==> src/rtl/core/tap_gesture_recognizer_defines.svh <==
// assertion macros used by the tap gesture recognizer top level
`ifndef TAP_GESTURE_RECOGNIZER_DEFINES_SVH
`define TAP_GESTURE_RECOGNIZER_DEFINES_SVH

// same-cycle implication, sampled on the rising clock edge outside reset
`define TGR_ASSERT_IMP(lbl, ante, cons) \
   lbl: assert property (@(posedge clock) disable iff (reset) (ante) |-> (cons)) \
      else $error("tap gesture recognizer: same-cycle check failed");

// next-cycle implication, sampled on the rising clock edge outside reset
`define TGR_ASSERT_NXT(lbl, ante, cons) \
   lbl: assert property (@(posedge clock) disable iff (reset) (ante) |=> (cons)) \
      else $error("tap gesture recognizer: next-cycle check failed");

`endif

==> src/rtl/core/tgr_pkg.sv <==
// shared types, codes and reset values for the tap gesture recognizer
package tgr_pkg;

   localparam int TIME_BITS     = 32;
   localparam int MOTION_BITS   = 16;
   localparam int CSR_DATA_BITS = 32;
   localparam int CSR_IDX_BITS  = 2;
   localparam int KIND_BITS     = 2;
   localparam int PHASE_BITS    = 2;

   localparam int COORD_BITS_DEF = 16;
   localparam int COUNT_BITS_DEF = 8;

   // register indexes on the csr port
   localparam logic [CSR_IDX_BITS-1:0] CSR_MAX_TAP_GAP    = 2'd0;
   localparam logic [CSR_IDX_BITS-1:0] CSR_MAX_PRESS_TIME = 2'd1;
   localparam logic [CSR_IDX_BITS-1:0] CSR_MAX_MOTION     = 2'd2;

   // register reset values
   localparam logic [TIME_BITS-1:0]   MAX_TAP_GAP_RST    = 32'd500;
   localparam logic [TIME_BITS-1:0]   MAX_PRESS_TIME_RST = 32'd330;
   localparam logic [MOTION_BITS-1:0] MAX_MOTION_RST     = 16'd320;

   typedef enum logic [PHASE_BITS-1:0] {
      PH_CLEAR      = 2'd0,
      PH_TOUCHED    = 2'd1,
      PH_REGISTERED = 2'd2,
      PH_FAILED     = 2'd3
   } phase_type;

   typedef enum logic [1:0] {
      EV_DOWN        = 2'd0,
      EV_UP          = 2'd1,
      EV_INTERRUPTED = 2'd2,
      EV_OTHER       = 2'd3
   } point_type;

   typedef enum logic [KIND_BITS-1:0] {
      KIND_POSSIBLE  = 2'd0,
      KIND_STARTED   = 2'd1,
      KIND_CANCELLED = 2'd2
   } kind_type;

   // decisions for one event, handed from the decision logic to the datapath
   typedef struct packed {
      logic      emit;
      kind_type  kind;
      phase_type phase_nxt;
      logic      anchor_ld;
      logic      press_ld;
      logic      count_tap;
   } ctrl_type;

endpackage

==> src/rtl/core/tap_gesture_recognizer.sv <==
// top level of the multi-tap gesture recognizer
//
//   port group  direction  flow control      word
//   req_*       in         req_valid/stall   one touch event
//   rsp_*       out        rsp_valid/stall   one gesture result (zero or one per event)
//   csr_*       in         csr_we            register write, no read-back
//
// an event is registered on entry in the input register and decided there; its
// result is then written to the result register. one event per cycle is taken
// as long as the result register drains. the input register stalls only when it
// holds a result-producing event and the result register is full and stalled.
// reset is synchronous and active high; it restores the register defaults and
// clears the gesture phase, anchor, times and tap count.
module tap_gesture_recognizer #(
   parameter int COORD_BITS = tgr_pkg::COORD_BITS_DEF,
   parameter int COUNT_BITS = tgr_pkg::COUNT_BITS_DEF
) (
   input  logic                                clock,
   input  logic                                reset,
   // event channel
   input  logic                                req_valid,
   output logic                                req_stall,
   input  logic                                req_single_point,
   input  logic [1:0]                          req_point_phase,
   input  logic [tgr_pkg::TIME_BITS-1:0]       req_event_time,
   input  logic [COORD_BITS-1:0]               req_pos_x,
   input  logic [COORD_BITS-1:0]               req_pos_y,
   // result channel
   output logic                                rsp_valid,
   input  logic                                rsp_stall,
   output logic [tgr_pkg::KIND_BITS-1:0]       rsp_gesture_kind,
   output logic [COUNT_BITS-1:0]               rsp_tap_number,
   output logic [COORD_BITS-1:0]               rsp_anchor_x,
   output logic [COORD_BITS-1:0]               rsp_anchor_y,
   output logic [tgr_pkg::TIME_BITS-1:0]       rsp_gesture_time,
   // register write port
   input  logic                                csr_we,
   input  logic [tgr_pkg::CSR_IDX_BITS-1:0]    csr_index,
   input  logic [tgr_pkg::CSR_DATA_BITS-1:0]   csr_wdata
);

   `include "tap_gesture_recognizer_defines.svh"

   // configuration registers
   logic [tgr_pkg::TIME_BITS-1:0]   max_tap_gap_ff;
   logic [tgr_pkg::TIME_BITS-1:0]   max_press_time_ff;
   logic [tgr_pkg::MOTION_BITS-1:0] max_motion_ff;

   // input register
   logic                            s1_valid_ff;
   logic                            s1_single_ff;
   logic [1:0]                      s1_point_ff;
   logic [tgr_pkg::TIME_BITS-1:0]   s1_time_ff;
   logic [COORD_BITS-1:0]           s1_x_ff;
   logic [COORD_BITS-1:0]           s1_y_ff;

   // gesture state
   tgr_pkg::phase_type              phase_ff;
   logic [COORD_BITS-1:0]           anchor_x_ff;
   logic [COORD_BITS-1:0]           anchor_y_ff;
   logic [tgr_pkg::TIME_BITS-1:0]   press_time_ff;
   logic [tgr_pkg::TIME_BITS-1:0]   last_tap_ff;
   logic [COUNT_BITS-1:0]           tap_count_ff;

   // result register
   logic                            out_valid_ff;
   logic                            out_valid_in;
   tgr_pkg::kind_type               out_kind_ff;
   logic [COUNT_BITS-1:0]           out_taps_ff;
   logic [COORD_BITS-1:0]           out_x_ff;
   logic [COORD_BITS-1:0]           out_y_ff;
   logic [tgr_pkg::TIME_BITS-1:0]   out_time_ff;

   tgr_pkg::ctrl_type               ctrl;
   logic                            out_free;
   logic                            s1_advance;
   logic                            req_take;
   logic [COUNT_BITS-1:0]           tap_count_in;

   // handshake
   assign out_free   = !out_valid_ff || !rsp_stall;
   assign s1_advance = s1_valid_ff && (!ctrl.emit || out_free);
   assign req_stall  = s1_valid_ff && !s1_advance;
   assign req_take   = req_valid && !req_stall;

   // saturating tap count
   assign tap_count_in = (&tap_count_ff) ? tap_count_ff : tap_count_ff + COUNT_BITS'(1);

   // configuration writes
   always_ff @(posedge clock) begin
      if (reset) begin
         max_tap_gap_ff    <= tgr_pkg::MAX_TAP_GAP_RST;
         max_press_time_ff <= tgr_pkg::MAX_PRESS_TIME_RST;
         max_motion_ff     <= tgr_pkg::MAX_MOTION_RST;
      end else if (csr_we) begin
         case (csr_index)
            tgr_pkg::CSR_MAX_TAP_GAP:    max_tap_gap_ff    <= csr_wdata;
            tgr_pkg::CSR_MAX_PRESS_TIME: max_press_time_ff <= csr_wdata;
            tgr_pkg::CSR_MAX_MOTION:
               max_motion_ff <= csr_wdata[tgr_pkg::MOTION_BITS-1:0];
            default: ;
         endcase
      end
   end

   // input register
   always_ff @(posedge clock) begin
      if (reset) begin
         s1_valid_ff <= 1'b0;
      end else if (req_take) begin
         s1_valid_ff <= 1'b1;
      end else if (s1_advance) begin
         s1_valid_ff <= 1'b0;
      end
   end

   always_ff @(posedge clock) begin
      if (req_take) begin
         s1_single_ff <= req_single_point;
         s1_point_ff  <= req_point_phase;
         s1_time_ff   <= req_event_time;
         s1_x_ff      <= req_pos_x;
         s1_y_ff      <= req_pos_y;
      end
   end

   tgr_decide #(
      .COORD_BITS (COORD_BITS)
   ) u_decide (
      .phase          (phase_ff),
      .single_point   (s1_single_ff),
      .point_phase    (s1_point_ff),
      .event_time     (s1_time_ff),
      .pos_x          (s1_x_ff),
      .pos_y          (s1_y_ff),
      .anchor_x       (anchor_x_ff),
      .anchor_y       (anchor_y_ff),
      .press_time     (press_time_ff),
      .last_tap_time  (last_tap_ff),
      .max_tap_gap    (max_tap_gap_ff),
      .max_press_time (max_press_time_ff),
      .max_motion     (max_motion_ff),
      .ctrl           (ctrl)
   );

   // gesture state update
   always_ff @(posedge clock) begin
      if (reset) begin
         phase_ff      <= tgr_pkg::PH_CLEAR;
         anchor_x_ff   <= '0;
         anchor_y_ff   <= '0;
         press_time_ff <= '0;
         last_tap_ff   <= '0;
         tap_count_ff  <= '0;
      end else if (s1_advance) begin
         phase_ff <= ctrl.phase_nxt;
         if (ctrl.press_ld) begin
            press_time_ff <= s1_time_ff;
         end
         if (ctrl.anchor_ld) begin
            anchor_x_ff  <= s1_x_ff;
            anchor_y_ff  <= s1_y_ff;
            last_tap_ff  <= '0;
            tap_count_ff <= '0;
         end else if (ctrl.count_tap) begin
            last_tap_ff  <= s1_time_ff;
            tap_count_ff <= tap_count_in;
         end
      end
   end

   // result register
   always_comb begin
      out_valid_in = out_valid_ff;
      if (s1_advance && ctrl.emit) begin
         out_valid_in = 1'b1;
      end else if (!rsp_stall) begin
         out_valid_in = 1'b0;
      end
   end

   always_ff @(posedge clock) begin
      if (reset) begin
         out_valid_ff <= 1'b0;
      end else begin
         out_valid_ff <= out_valid_in;
      end
   end

   always_ff @(posedge clock) begin
      if (s1_advance && ctrl.emit) begin
         out_kind_ff <= ctrl.kind;
         out_taps_ff <= ctrl.count_tap ? tap_count_in : '0;
         out_x_ff    <= ctrl.anchor_ld ? s1_x_ff : anchor_x_ff;
         out_y_ff    <= ctrl.anchor_ld ? s1_y_ff : anchor_y_ff;
         out_time_ff <= s1_time_ff;
      end
   end

   assign rsp_valid        = out_valid_ff;
   assign rsp_gesture_kind = out_kind_ff;
   assign rsp_tap_number   = out_taps_ff;
   assign rsp_anchor_x     = out_x_ff;
   assign rsp_anchor_y     = out_y_ff;
   assign rsp_gesture_time = out_time_ff;

   // checks
   `TGR_ASSERT_IMP(a_possible_no_taps, rsp_valid && (rsp_gesture_kind == tgr_pkg::KIND_POSSIBLE), rsp_tap_number == '0)
   `TGR_ASSERT_NXT(a_tap_registers, s1_advance && ctrl.count_tap, phase_ff == tgr_pkg::PH_REGISTERED)
   `TGR_ASSERT_NXT(a_multi_point_fails, s1_advance && !s1_single_ff, phase_ff == tgr_pkg::PH_FAILED)
   `TGR_ASSERT_NXT(a_held_event_kept, s1_valid_ff && !s1_advance, s1_valid_ff && $stable(s1_time_ff))

endmodule

==> src/rtl/core/tgr_decide.sv <==
// per-event decision logic: time windows, motion test and phase transitions
module tgr_decide #(
   parameter int COORD_BITS = tgr_pkg::COORD_BITS_DEF
) (
   input  tgr_pkg::phase_type                phase,
   input  logic                              single_point,
   input  logic [1:0]                        point_phase,
   input  logic [tgr_pkg::TIME_BITS-1:0]     event_time,
   input  logic [COORD_BITS-1:0]             pos_x,
   input  logic [COORD_BITS-1:0]             pos_y,
   input  logic [COORD_BITS-1:0]             anchor_x,
   input  logic [COORD_BITS-1:0]             anchor_y,
   input  logic [tgr_pkg::TIME_BITS-1:0]     press_time,
   input  logic [tgr_pkg::TIME_BITS-1:0]     last_tap_time,
   input  logic [tgr_pkg::TIME_BITS-1:0]     max_tap_gap,
   input  logic [tgr_pkg::TIME_BITS-1:0]     max_press_time,
   input  logic [tgr_pkg::MOTION_BITS-1:0]   max_motion,
   output tgr_pkg::ctrl_type                 ctrl
);

   localparam int CMP_BITS = (COORD_BITS > tgr_pkg::MOTION_BITS) ?
                             COORD_BITS : tgr_pkg::MOTION_BITS;

   logic [COORD_BITS-1:0]            dx;
   logic [COORD_BITS-1:0]            dy;
   logic                             far;
   logic [tgr_pkg::TIME_BITS-1:0]    press_dt;
   logic [tgr_pkg::TIME_BITS-1:0]    gap_dt;
   logic                             quick;
   logic                             gap_ok;
   tgr_pkg::point_type               ev;

   // per-axis distance from the anchor
   assign dx  = (pos_x > anchor_x) ? (pos_x - anchor_x) : (anchor_x - pos_x);
   assign dy  = (pos_y > anchor_y) ? (pos_y - anchor_y) : (anchor_y - pos_y);
   assign far = (CMP_BITS'(dx) > CMP_BITS'(max_motion)) ||
                (CMP_BITS'(dy) > CMP_BITS'(max_motion));

   // wrapping time windows
   assign press_dt = event_time - press_time;
   assign gap_dt   = event_time - last_tap_time;
   assign quick    = press_dt < max_press_time;
   assign gap_ok   = gap_dt <= max_tap_gap;

   assign ev = tgr_pkg::point_type'(point_phase);

   // phase transitions
   always_comb begin
      ctrl.emit      = 1'b0;
      ctrl.kind      = tgr_pkg::KIND_POSSIBLE;
      ctrl.phase_nxt = phase;
      ctrl.anchor_ld = 1'b0;
      ctrl.press_ld  = 1'b0;
      ctrl.count_tap = 1'b0;
      if (!single_point) begin
         ctrl.phase_nxt = tgr_pkg::PH_FAILED;
      end else begin
         case (phase)
            tgr_pkg::PH_CLEAR: begin
               if (ev == tgr_pkg::EV_DOWN) begin
                  ctrl.emit      = 1'b1;
                  ctrl.anchor_ld = 1'b1;
                  ctrl.press_ld  = 1'b1;
                  ctrl.phase_nxt = tgr_pkg::PH_TOUCHED;
               end
            end
            tgr_pkg::PH_TOUCHED: begin
               if (ev == tgr_pkg::EV_UP) begin
                  if (quick) begin
                     ctrl.emit      = 1'b1;
                     ctrl.count_tap = 1'b1;
                     ctrl.kind      = far ? tgr_pkg::KIND_CANCELLED : tgr_pkg::KIND_STARTED;
                     ctrl.phase_nxt = tgr_pkg::PH_REGISTERED;
                  end else begin
                     ctrl.phase_nxt = tgr_pkg::PH_CLEAR;
                  end
               end else if (ev == tgr_pkg::EV_INTERRUPTED) begin
                  ctrl.phase_nxt = tgr_pkg::PH_CLEAR;
               end
            end
            tgr_pkg::PH_REGISTERED: begin
               if (ev == tgr_pkg::EV_UP) begin
                  if (quick && !far) begin
                     ctrl.emit      = 1'b1;
                     ctrl.count_tap = 1'b1;
                     ctrl.kind      = tgr_pkg::KIND_STARTED;
                  end else begin
                     ctrl.phase_nxt = tgr_pkg::PH_CLEAR;
                  end
               end else if (ev == tgr_pkg::EV_DOWN) begin
                  ctrl.emit     = 1'b1;
                  ctrl.press_ld = 1'b1;
                  // a distant or late press starts a new gesture
                  if (far || !gap_ok) begin
                     ctrl.anchor_ld = 1'b1;
                     ctrl.phase_nxt = tgr_pkg::PH_TOUCHED;
                  end
               end
            end
            default: begin
               ctrl.phase_nxt = tgr_pkg::PH_CLEAR;
            end
         endcase
      end
   end

endmodule
==> config.mk <==
export PLATFORM = sky130hd
export DESIGN_NAME = tap_gesture_recognizer
export DESIGN_NICKNAME = d
export VERILOG_FILES = /design/src/rtl/core/tgr_pkg.sv /design/src/rtl/core/tap_gesture_recognizer.sv /design/src/rtl/core/tgr_decide.sv
export VERILOG_INCLUDE_DIRS = /design/src /design/src/rtl/core
export SDC_FILE = /design/constraint.sdc
export NUM_CORES = 1
export LEC_CHECK = 0
export ABC_AREA = 1
export BUFFER_PORTS_ARGS = -buffer_cell sky130_fd_sc_hd__clkbuf_2
export CAP_MARGIN = 5
export CORE_ASPECT_RATIO = 1.5
export CORE_UTILIZATION = 55
export CTS_BUF_LIST = sky130_fd_sc_hd__clkbuf_8 sky130_fd_sc_hd__clkbuf_16
export CTS_CLUSTER_DIAMETER = 150
export DETAILED_ROUTE_END_ITERATION = 8
export PLACE_DENSITY_LB_ADDON = 0.15
export SLEW_MARGIN = 20
export SYNTH_ARGS = -nofsm -noshare
export SYNTH_HDL_FRONTEND = slang
export SYNTH_SLANG_ARGS = --single-unit
==> constraint.sdc <==
create_clock -name clock -period 5.8 [get_ports clock]
set_clock_uncertainty 0.1 [all_clocks]
set_input_delay 1.74 -clock clock [delete_from_list [all_inputs] [get_ports clock]]
set_output_delay 1.74 -clock clock [all_outputs]
set_load 0.02 [all_outputs]
==> impl_metrics.toml <==
[status]
outcome = "finished, violations left"
violations = "setup timing"

[die]
dieWidth_um = 162.0
ios = 182
dieHeight_um = 242.1
core_area_mm2 = 0.03777
die_area_mm2 = 0.03922
fp-row-count = 87
initial_core_util_pct = 55.94

[sta]
max_freq_mhz = 158.2
setup_violations = 1
rsz0062_at_grt = "true"
setup_slack_ns = -0.5203
fin_crit_ns = 6.320
hold_viol = 0
worst_pin_slew_ns = 0.7978
post-route-period-util_pct = 109.0
slew_viol_final = 0
slew_headroom_pct = 46.82

[synth]
synth_common_cells = "nand2_1, inv_1, nor2_1, a21oi_1, ha_1"
yosysUniqueCellTypes = 53
yosysTopAreaCellShare_pct = 20.04
synthAdderAreaFrac_pct = 13.83
synth.most_common_cell = "nand2_1"
synthCells = 2736
synth-compound-area-share_pct = 14.78
syn-mean-instance-area_um2 = 7.723
ys_ff_latch = 329
synth_xor_area_share_pct = 4.435
synth_area_leaders = "edfxtp_1, dfxtp_1, ha_1, nand2_1, inv_1"
ys.flop_type = "dfxtp_1"
synthMuxAreaShare_pct = 0.04737
yosys.area_share.simple_pct = 19.63
synth_edf_count = 141
synth_fp_nets = 3072
ys_warn_count = 0
synth_area_mm2 = 0.02113
ys_async_sr_fraction_pct = 0
yosysTopAreaCell = "edfxtp_1"
synth_top_family_by_area = "simple AND/OR/NAND/NOR gates"
yosysSeqAreaShare_pct = 37.85

[critical_path]
cp_data_required_time_ns = 3.96
cp-start-kind = "flip-flop"
crit_top_cell = "nand2_2"
crit_path_end_kind = "output port"
crit_fanout = 3
crit_arrival_ns = 4.48
cpPeakStageDelay_ns = 0.41
cp_slowest_cell = "edfxtp_1"
path_class = "reg2out"

[pwr]
design_power_total_mw = 7.247
powerDensity_mw_per_mm2 = 280.8
power_leakage_nw = 11.81
ir_drop_mv = 0.3618

[detailed_routing]
dr.pass1.iters = 7
viasPerCell = 5.382
routedWlPerCell_um = 17.33
drc = 0
drt_iter0_markers = 1139
drt_wl_total_um = 62190
vias = 19316
ant_nets = 0

[final_layout]
layout-area-overhead-vs-synth_pct = 22.14
drive_above_1_share_pct = 20.08
nets = 3402

[clocking]
path_clk_slew_ns = 0.06
clk_latency_ns = 0.56
cts_buffers = 34
cts_tree = "done"
htree_levels = 2
cts_buffer_depth = 3
cts.sinks = 329
cts-root-buf = "clkbuf_16"

[place]
gp_congestion = 0.8875
dp_hpwl_um = 46950
dp_worst_setup_slack_ns = -0.1830
portBuffers = 181

[global_route]
grt_pass1_vias = 19358
grt_pass1_wl_um = 96510
antenna_found_initial = 13
grt.total_usage_pct = 31.05
grt_overflow = 0
grt_max_degree = 82

[flow_run]
cap_violations = 0

[hold_path]
hp-class = "reg2reg"
-- cell type report --
class,instances,area (um2)
flip-flops and latches,329,8000
well taps,489,611.8
fillers,3203,11960
diodes,8,20.02
clock inverters,17,131.4
repair buffers,372,2426
clock buffers,45,1059
inverters,416,1568
multi-input cells,1913,11990
-- kinds of logic after synthesis --
family                     count (synthesis)
adders and majority gates                230
buffers and inverters                    496
DFF                                      329
muxes                                      1
and+or+nand+nor                         1009
AOI/OAI and AO/OA                        564
xor gates and xnor gates                 107
-- cell usage in the layout (no fill, tap or decap), drive strengths merged, types with 13 or more instances in the layout --
cell type  synthesis  final
nand2            559    561
inv              415    421
nor2             298    298
a21oi            251    251
clkbuf            36    226
ha               224    224
o21ai            221    221
buf               44    191
dfxtp            188    188
edfxtp           141    141
xor2              75     75
nand3             65     65
nand4             51     51
xnor2             32     32
nor3              25     25
a31oi             15     15
o211ai            14     14
a21o              13     13
-- metrics by stage --
step           util [%]  cell area [um2]  TNS (ns)  hold slack (ns)  instances
2_1_floorplan         -            21130         0           0.3353       2736
3_3_place_gp      62.07            23450  -0.04966           0.3460       3480
3_5_place_dp      62.07            23450   -0.1830           0.3525       3480
4_1_cts           65.68            24810   -0.5548           0.3619       3548
5_1_grt           68.32            25810   -0.7243           0.3912       3588
6_report          68.33            25810   -0.5203           0.3600       3589
-- registers in the layout (all words and copies together), names as in the netlist, 8 cells and up --
name	flops
anchor_y_ff	16
s1_y_ff	16
rsp_gesture_time	32
press_time_ff	32
s1_x_ff	16
last_tap_ff	32
max_motion_ff	16
tap_count_ff	8
rsp_anchor_y	16
max_press_time_ff	32
s1_time_ff	32
max_tap_gap_ff	32
rsp_anchor_x	16
rsp_tap_number	8
anchor_x_ff	16
-- per-layer routing --
| layer | up-vias | track usage, % | part of all wire [%] |
|---|---|---|---|
| met2 | 489 | 59.62 | 54 |
| met1 | 9018 | 32.76 | 38 |
| met4 | 10 | 14.37 | 4.4 |
| met5 | - | 0 | 0.11 |
| li1 | 9645 | - | - |
| met3 | 154 | 4.109 | 4.0 |
-- repair_timing --
action                                  CTS  global route
endpoints found under the setup margin    1             3
cloned                                    1             1
pin swaps                                17            72
resized for setup                        34           167
hold buffers                              0             0
setup buffers                             5            33
-- critical path: cells and delay by family (launching register included) --
family | cells | cell delay (ns)
AO/OA/AOI/OAI | 4 | 0.60
flip-flops | 1 | 0.41
AND/OR/NAND/NOR | 10 | 1.01
XOR/XNOR | 1 | 0.16
adder cells (fa/ha/maj) | 3 | 0.82
buffers and inverters | 8 | 0.95
-- final timing paths --
check | startpoint | to | slack [ns] | cells after the start
worst max-delay path | s1_time_ff[0] | req_stall | -0.52 | 26
worst min-delay path | max_tap_gap_ff[1] | max_tap_gap_ff[1] | 0.36 | 2
worst max register to register | s1_time_ff[0] | last_tap_ff[8] | 0.36 | 26
worst min register to register | max_tap_gap_ff[1] | max_tap_gap_ff[1] | 0.36 | 2
-- report_power, final --
| group | internal (mW) | switching [mW] | leakage (nW) |
|---|---|---|---|
| clock | 1.34 | 0.956 | 0.610 |
| combinational | 0.965 | 1.39 | 8.34 |
| sequential | 2.53 | 0.0648 | 2.87 |
| total | 4.84 | 2.41 | 11.8 |
Note: power is estimated with default switching activity, not from simulation.
